File: src/hdl/hbit_pkg.sv
// hbit_pkg: types, sizes and codes shared by the hashed block index table.
// No dependencies; imported by hbit_bucket_op and hashed_block_index_table.
`default_nettype none

package hbit_pkg;

  // Table geometry. BUCKETS must be a power of two (bucket = low key bits).
  localparam int BUCKETS  = 64;
  localparam int WAYS     = 4;
  localparam int BUCKET_W = (BUCKETS > 1) ? $clog2(BUCKETS) : 1;
  localparam int WAY_W    = (WAYS > 1) ? $clog2(WAYS) : 1;

  localparam int KIND_W   = 2;
  localparam int KEY_W    = 32;
  localparam int SLOT_W   = 16;
  localparam int STATUS_W = 2;

  typedef enum logic [KIND_W-1:0] {
    KIND_LOOKUP = 2'd0,
    KIND_INSERT = 2'd1,
    KIND_DELETE = 2'd2
  } kind_e;

  typedef enum logic [STATUS_W-1:0] {
    STATUS_DONE = 2'd0,
    STATUS_MISS = 2'd1,
    STATUS_FULL = 2'd2
  } status_e;

  typedef struct packed {
    logic              valid;
    logic [KEY_W-1:0]  key;
    logic [SLOT_W-1:0] slot;
  } entry_t;

  // One bucket: index 0 is the newest entry.
  typedef entry_t [WAYS-1:0] row_t;

  // Outcome of one operation on a bucket.
  typedef struct packed {
    logic                wr_en;
    logic [STATUS_W-1:0] status;
    logic [SLOT_W-1:0]   found;
  } op_res_t;

endpackage

`default_nettype wire

File: src/hdl/hbit_bucket_op.sv
// hbit_bucket_op: lookup / insert / delete on one bucket row (combinational).
// Depends on hbit_pkg.
`default_nettype none

module hbit_bucket_op
  import hbit_pkg::*;
(
  input  row_t              row_i,
  input  logic [KIND_W-1:0] kind_i,
  input  logic [KEY_W-1:0]  key_i,
  input  logic [SLOT_W-1:0] slot_i,
  output row_t              row_o,
  output op_res_t           res_o
);

  logic             hit;
  logic [WAY_W-1:0] hit_way;
  row_t             ins_row;
  row_t             del_row;
  entry_t           new_ent;

  // Newest match wins: scan from oldest down so the lowest index sticks.
  always_comb begin
    hit     = 1'b0;
    hit_way = '0;
    for (int w = WAYS - 1; w >= 0; w--) begin
      if (row_i[w].valid && (row_i[w].key == key_i)) begin
        hit     = 1'b1;
        hit_way = WAY_W'(w);
      end
    end
  end

  // Insert: new entry at head, older ones move back one way.
  always_comb begin
    new_ent.valid = 1'b1;
    new_ent.key   = key_i;
    new_ent.slot  = slot_i;
    ins_row[0]    = new_ent;
    for (int w = 1; w < WAYS; w++) begin
      ins_row[w] = row_i[w-1];
    end
  end

  // Delete: ways behind the hit move forward, last way cleared.
  always_comb begin
    for (int w = 0; w < WAYS; w++) begin
      if (WAY_W'(w) < hit_way) begin
        del_row[w] = row_i[w];
      end else if (w < WAYS - 1) begin
        del_row[w] = row_i[(w + 1) % WAYS];
      end else begin
        del_row[w] = '0;
      end
    end
  end

  always_comb begin
    row_o        = row_i;
    res_o.wr_en  = 1'b0;
    res_o.status = STATUS_MISS;
    res_o.found  = '0;
    case (kind_i)
      KIND_LOOKUP: begin
        if (hit) begin
          res_o.status = STATUS_DONE;
          res_o.found  = row_i[hit_way].slot;
        end
      end
      KIND_INSERT: begin
        if (row_i[WAYS-1].valid) begin
          res_o.status = STATUS_FULL;
        end else begin
          row_o        = ins_row;
          res_o.wr_en  = 1'b1;
          res_o.status = STATUS_DONE;
        end
      end
      KIND_DELETE: begin
        if (hit) begin
          row_o        = del_row;
          res_o.wr_en  = 1'b1;
          res_o.status = STATUS_DONE;
        end
      end
      default: begin
        res_o.status = STATUS_MISS;
      end
    endcase
  end

endmodule

`default_nettype wire
File: config.mk
export PLATFORM = sky130hd
export DESIGN_NAME = hbit_bucket_op
export DESIGN_NICKNAME = d
export VERILOG_FILES = /design/src/hdl/hbit_pkg.sv /design/src/hdl/hbit_bucket_op.sv
export SDC_FILE = /design/constraint.sdc
export NUM_CORES = 1
export LEC_CHECK = 0
export BUFFER_PORTS_ARGS = -buffer_cell sky130_fd_sc_hd__buf_2
export CAP_MARGIN = 15
export CORE_AREA = 2 2 177 179
export DETAILED_ROUTE_END_ITERATION = 7
export DIE_AREA = 0 0 179 181
export GPL_TIMING_DRIVEN = 0
export PLACE_DENSITY = 0.43
export SLEW_MARGIN = 40
export SYNTH_ARGS = -nofsm -noshare
export SYNTH_HDL_FRONTEND = slang
export SYNTH_SLANG_ARGS = --single-unit
File: constraint.sdc
create_clock -name vclk -period 5.63
set_input_delay 0.2815 -clock vclk [all_inputs]
set_output_delay 0.2815 -clock vclk [all_outputs]
set_load 0.1 [all_outputs]
==> results.py, run 1 <==
metrics = {
    "placement": {
        "port_buffers": 429,
        "hpwlAfterDp_mm": 37.5,
        "place_congestion": 0.926,
    },
    "synthesis": {
        "yosys.area.top_type": "nand2_1",
        "synth_common_cells": "nand2_1, a22oi_1, clkbuf_1",
        "syn-instance-count": 864,
        "synth_area_leaders": "nand2_1, a22oi_1, xnor2_1, xor2_1, a221o_1",
        "syn-num-nets": 1114,
        "syn_area_per_cell_sq_um": 6.35,
        "synth_seq_area_share_pct": 0,
        "netlist_area_sq_um": 5480,
        "yosys_warnings": 0,
        "yosysTopAreaCellShare_pct": 14.1,
        "yosysMostFrequentCell": "nand2_1",
        "synth_cell_types": 39,
    },
    "detailed_routing": {
        "vias": 8990,
        "drc": 0,
        "first_pass_iters": 5,
        "drtIter0Drc": 659,
        "wl_mm": 45.3,
        "ant_nets": 0,
        "wire_per_inst_microns": 26.8,
        "detail_route.vias_per_cell": 5.32,
    },
    "cells_and_area": {
        "final_layout_size_suffix_gt1_share_pct": 35.7,
        "area_growth_pct": 48.4,
        "seq_area_sq_um": 0,
        "final_nets": 1545,
        "nFlopsAndLatches": 0,
        "clock_buffers": 0,
    },
    "worst_setup_path": {
        "crit_fanout": 10,
        "startpoint_type": "primary input",
        "crit_slowest_cell": "clkbuf_1",
        "critPathRequiredTime_ns": 5.35,
        "path_class": "in2out",
        "crit_start": "key_i[3]",
        "worst-endpoint-arrival_ns": 4.34,
        "cp-endpoint": "row_o[37]",
        "worstPathCellList": "buf_2, xnor2_1, nand4_1, nor4_1, nand3_1, clkbuf_1, nor2_1, clkbuf_1, buf_1, a22oi_1, nand2_1, buf_2",
        "critPathMaxStageDelay_ns": 0.65,
        "crit_path_end_kind": "output port",
    },
    "die": {
        "pin_count": 461,
        "start_util_pct": 18.1,
        "die_y_microns": 181,
        "die_width_microns": 179,
        "core_area_sq_um": 30300,
        "fp.dieArea_sq_um": 32400,
        "num_rows": 64,
    },
    "grt": {
        "grt_start_max_net_pins": 11,
        "grt_pass1_wl_mm": 62.4,
        "track_usage_pct": 26.4,
        "first_global_vias": 8505,
        "antenna_found_initial": 1,
        "overflow": 0,
    },
    "sta": {
        "finalSetupViolCount": 0,
        "fmax_mhz": 216,
        "hold_viol_final": 0,
        "slew_headroom_pct": 43.0,
        "tightest_slew_ns": 0.855,
        "slew_violations": 0,
        "finalCritPeriodShare_pct": 82.1,
        "period_needed_ns": 4.62,
        "fin_setup_tns_ns": 0,
        "rsz0062_at_grt": "false",
    },
    "outcome": {
        "status": "completed",
    },
    "job": {
        "drv_cap": 0,
    },
    "cts": {
        "cts_hold_buf": 0,
        "post-cts-setup-buffers": 0,
        "ctsResizeCount": 0,
    },
    "worst_hold_path": {
        "hold_class": "in2out",
    },
}
## through the flow
stage	hold slack (ns)	utilization, %	setup WS (ns)	instance area, sq um	cells
5_1_grt	1.07	26.8	0.604	8130	1689
3_3_place_gp	1.05	26.8	0.799	8130	1689
3_5_place_dp	1.05	26.8	0.816	8130	1689
6_report	1.05	26.8	1.01	8140	1690
2_1_floorplan	0.968	-	1.53	5480	864
4_1_cts	1.05	26.8	0.820	8130	1689
## critical path, delay by kind of cell
family | cells | cell delay, ns
simple gates | 5 | 1.53
compound gates | 1 | 0.13
xor+xnor | 1 | 0.37
buf+inv | 5 | 2.01
## final cells by class
| class | instances | area, sq um |
|---|---|---|
| fill | 3512 | 22200 |
| inverter | 20 | 75.1 |
| buffer | 106 | 470 |
| multi-input combinational | 738 | 4950 |
| timing repair buffer | 429 | 2150 |
| antenna | 1 | 2.50 |
| tap | 396 | 495 |
## how the worst min path moves through the flow
stage,startpoint,to,cells past startpoint
floorplan,row_i[195],res_o[17],2
global placement,row_i[5],row_o[5],4
detailed placement,row_i[8],row_o[8],4
CTS,row_i[7],row_o[7],4
global route,row_i[7],row_o[7],4
finish,row_i[8],row_o[8],4
## placed cells by master, fill, tap and decap left out, types with 2 or more instances in the layout
cell type	n
xnor2_1	66
nand4b_1	2
and3_1	52
o21ai_0	20
nor3_1	6
o2bb2ai_1	16
nand3_1	22
buf_2	441
nand4_1	19
a22o_1	48
buf_4	3
nand2_1	206
ha_1	4
a31oi_1	2
a21oi_1	2
clkbuf_1	74
inv_1	20
a22oi_1	98
clkbuf_2	7
xor2_1	62
buf_6	5
or4_1	3
nor4_1	24
buf_1	5
a31o_2	3
mux2i_1	16
nor2_1	8
a221o_1	48
## logic make-up after synthesis
family	after synthesis	share of synthesized area, %
xor gates and xnor gates	128	20.4
adders and majority gates	4	0.913
buffers and inverters	126	9.81
and+or+nand+nor	348	29.7
AOI/OAI and AO/OA	242	36.2
muxes	16	2.92
## routing by layer
| metal | up-vias | GRT usage [%] | part of all wire [%] |
|---|---|---|---|
| met5 | - | 0 | 0 |
| met4 | 0 | 2.93 | 1.2 |
| met3 | 22 | 3.87 | 7.5 |
| met2 | 490 | 45.6 | 48 |
| met1 | 4426 | 35.5 | 43 |
| li1 | 4052 | - | - |
==> run 2, diff against run 1 <==
PLACE_DENSITY = 0.44   (was 0.43)
clock period = 3.75 ns   (was 5.63 ns; I/O delays follow)
==> run 2 against run 1 <==
Non-clock buffer count did not move. Worst setup slack worse by 0.90 ns. Final cell count hardly changed. Critical path depth fell by 2. Sequential cell count unchanged. Via count is 0.43% lower. Hold slack got worse by 0.23 ns. Die area did not move. Clock-buffer cell count unchanged. Largest cell class unchanged. Highest routed layer is now met5.
==> results.py, run 2 (synthesized netlist as in run 1, its figures left out) <==
metrics = {
    "worst_hold_path": {
        "hp-start": "row_i[31]",
        "hold_class": "in2out",
    },
    "worst_setup_path": {
        "path_class": "in2out",
        "crit_start": "key_i[7]",
        "startpoint_type": "primary input",
        "crit_fanout": 10,
        "worstPathCellList": "clkbuf_1, xnor2_1, nand2b_1, or4_1, or4_1, a41oi_4, buf_6, mux2i_1, o2bb2ai_2, buf_2",
        "critPathMaxStageDelay_ns": 0.58,
        "worst-endpoint-arrival_ns": 3.46,
        "critPathRequiredTime_ns": 3.56,
        "critical-path-top-delay-family": "simple AND/OR/NAND/NOR gates",
        "crit_top_cell": "or4_1",
        "crit_path_end_kind": "output port",
        "worst-path-buf-inv": 3,
        "crit_slowest_cell": "or4_1",
    },
    "grt": {
        "track_usage_pct": 26.6,
        "antenna_found_initial": 1,
        "grt_pass1_wl_mm": 62.8,
        "first_global_vias": 8614,
        "grt_start_max_net_pins": 11,
        "overflow": 0,
    },
    "power_and_ir_drop": {
        "p_leak_uw": 0.00445,
        "pwr-share-comb_pct": 100.0,
        "p_clk_share_pct": 0,
        "p_switching_uw": 2330,
        "pwr-share-seq_pct": 0,
        "sw_frac_of_total_pct": 82.1,
        "ir_drop_mv": 0.164,
        "p_int_uw": 508,
        "power_density_nw_per_um2": 337,
    },
    "die": {
        "fp.dieArea_sq_um": 32400,
        "die_width_microns": 179,
        "core_area_sq_um": 30300,
        "start_util_pct": 18.1,
        "die_y_microns": 181,
        "num_rows": 64,
        "pin_count": 461,
    },
    "cells_and_area": {
        "num_antenna_cells": 0,
        "layout_commonest_cell": "buf_2",
        "final_layout_size_suffix_gt1_share_pct": 39.2,
        "clock_buffers": 0,
        "fillers": 3585,
        "final_cell_mix": "buf_2, nand2_1, a22oi_1, xnor2_1, xor2_1",
        "final_nets": 1545,
        "seq_area_sq_um": 0,
        "nFlopsAndLatches": 0,
        "area_growth_pct": 53.6,
        "multiInputGateArea_sq_um": 5090,
    },
    "sta": {
        "rsz0062_at_grt": "false",
        "hold_viol_final": 0,
        "slew_headroom_pct": 51.9,
        "period_needed_ns": 3.64,
        "finalSetupViolCount": 0,
        "whs_ns": 0.821,
        "fmax_mhz": 274,
        "finalCritPeriodShare_pct": 97.2,
        "slew_violations": 0,
        "fin_setup_tns_ns": 0,
        "tightest_slew_ns": 0.721,
    },
    "detailed_routing": {
        "drtIter0Drc": 697,
        "first_pass_iters": 5,
        "ant_nets": 0,
        "detail_route.vias_per_cell": 5.30,
        "wl_mm": 45.4,
        "vias": 8951,
        "wire_per_inst_microns": 26.9,
        "drc": 0,
    },
    "placement": {
        "place_congestion": 0.923,
        "port_buffers": 429,
        "hpwlAfterDp_mm": 37.3,
    },
    "job": {
        "drv_cap": 0,
    },
    "cts": {
        "cts_hold_buf": 0,
    },
    "outcome": {
        "status": "completed",
    },
}
[run 2: metrics by stage]
step	std cells	utilization [%]	area, sq um	total power (uW)	setup slack [ns]
3_3_place_gp	1689	27.0	8200	2800	-0.751
5_1_grt	1689	27.7	8420	2930	0.0423
4_1_cts	1689	27.3	8270	2810	0.00330
6_report	1689	27.7	8420	2840	0.106
3_5_place_dp	1689	27.0	8200	2790	-0.784
2_1_floorplan	864	-	5550	2090	-0.00218
[run 2: cell type report]
class	instances	area share, %
timing repair buffer	430	26.8
tap	396	5.88
multi-input combinational	738	60.4
inverter	20	0.891
buffer	105	6.00
[run 2: path summary, 6_finish.rpt]
path	to	slack, ns	cells after the start
hold / removal	row_o[31]	0.82	4
setup / recovery	res_o[6]	0.11	10
[run 2: what timing repair did]
action	CTS	global route
setup endpoints to repair	145	174
resized for setup	25	65
pin swaps	1	1
buffers inserted	0	1
hold endpoints to repair	0	0
cloned	0	0
[run 2: per-layer routing]
| metal | global-route usage (%) | wire length (microns) | up-vias |
|---|---|---|---|
| li1 | - | - | 4052 |
| met1 | 35.2 | 19600 | 4382 |
| met2 | 45.8 | 21700 | 473 |
| met3 | 4.46 | 3350 | 42 |
| met4 | 3.90 | 827 | 2 |
| met5 | 0 | 8 | - |
[run 2: power groups by stage]
stage	Clock [uW]	Combinational, uW	Sequential, uW
final	0	2840	0
after global routing	0	2930	0
after CTS	0	2810	0
after detailed placement	0	2790	0
after global placement	0	2800	0
after floorplan	0	2090	0
Note: power is estimated with default switching activity, not from simulation.
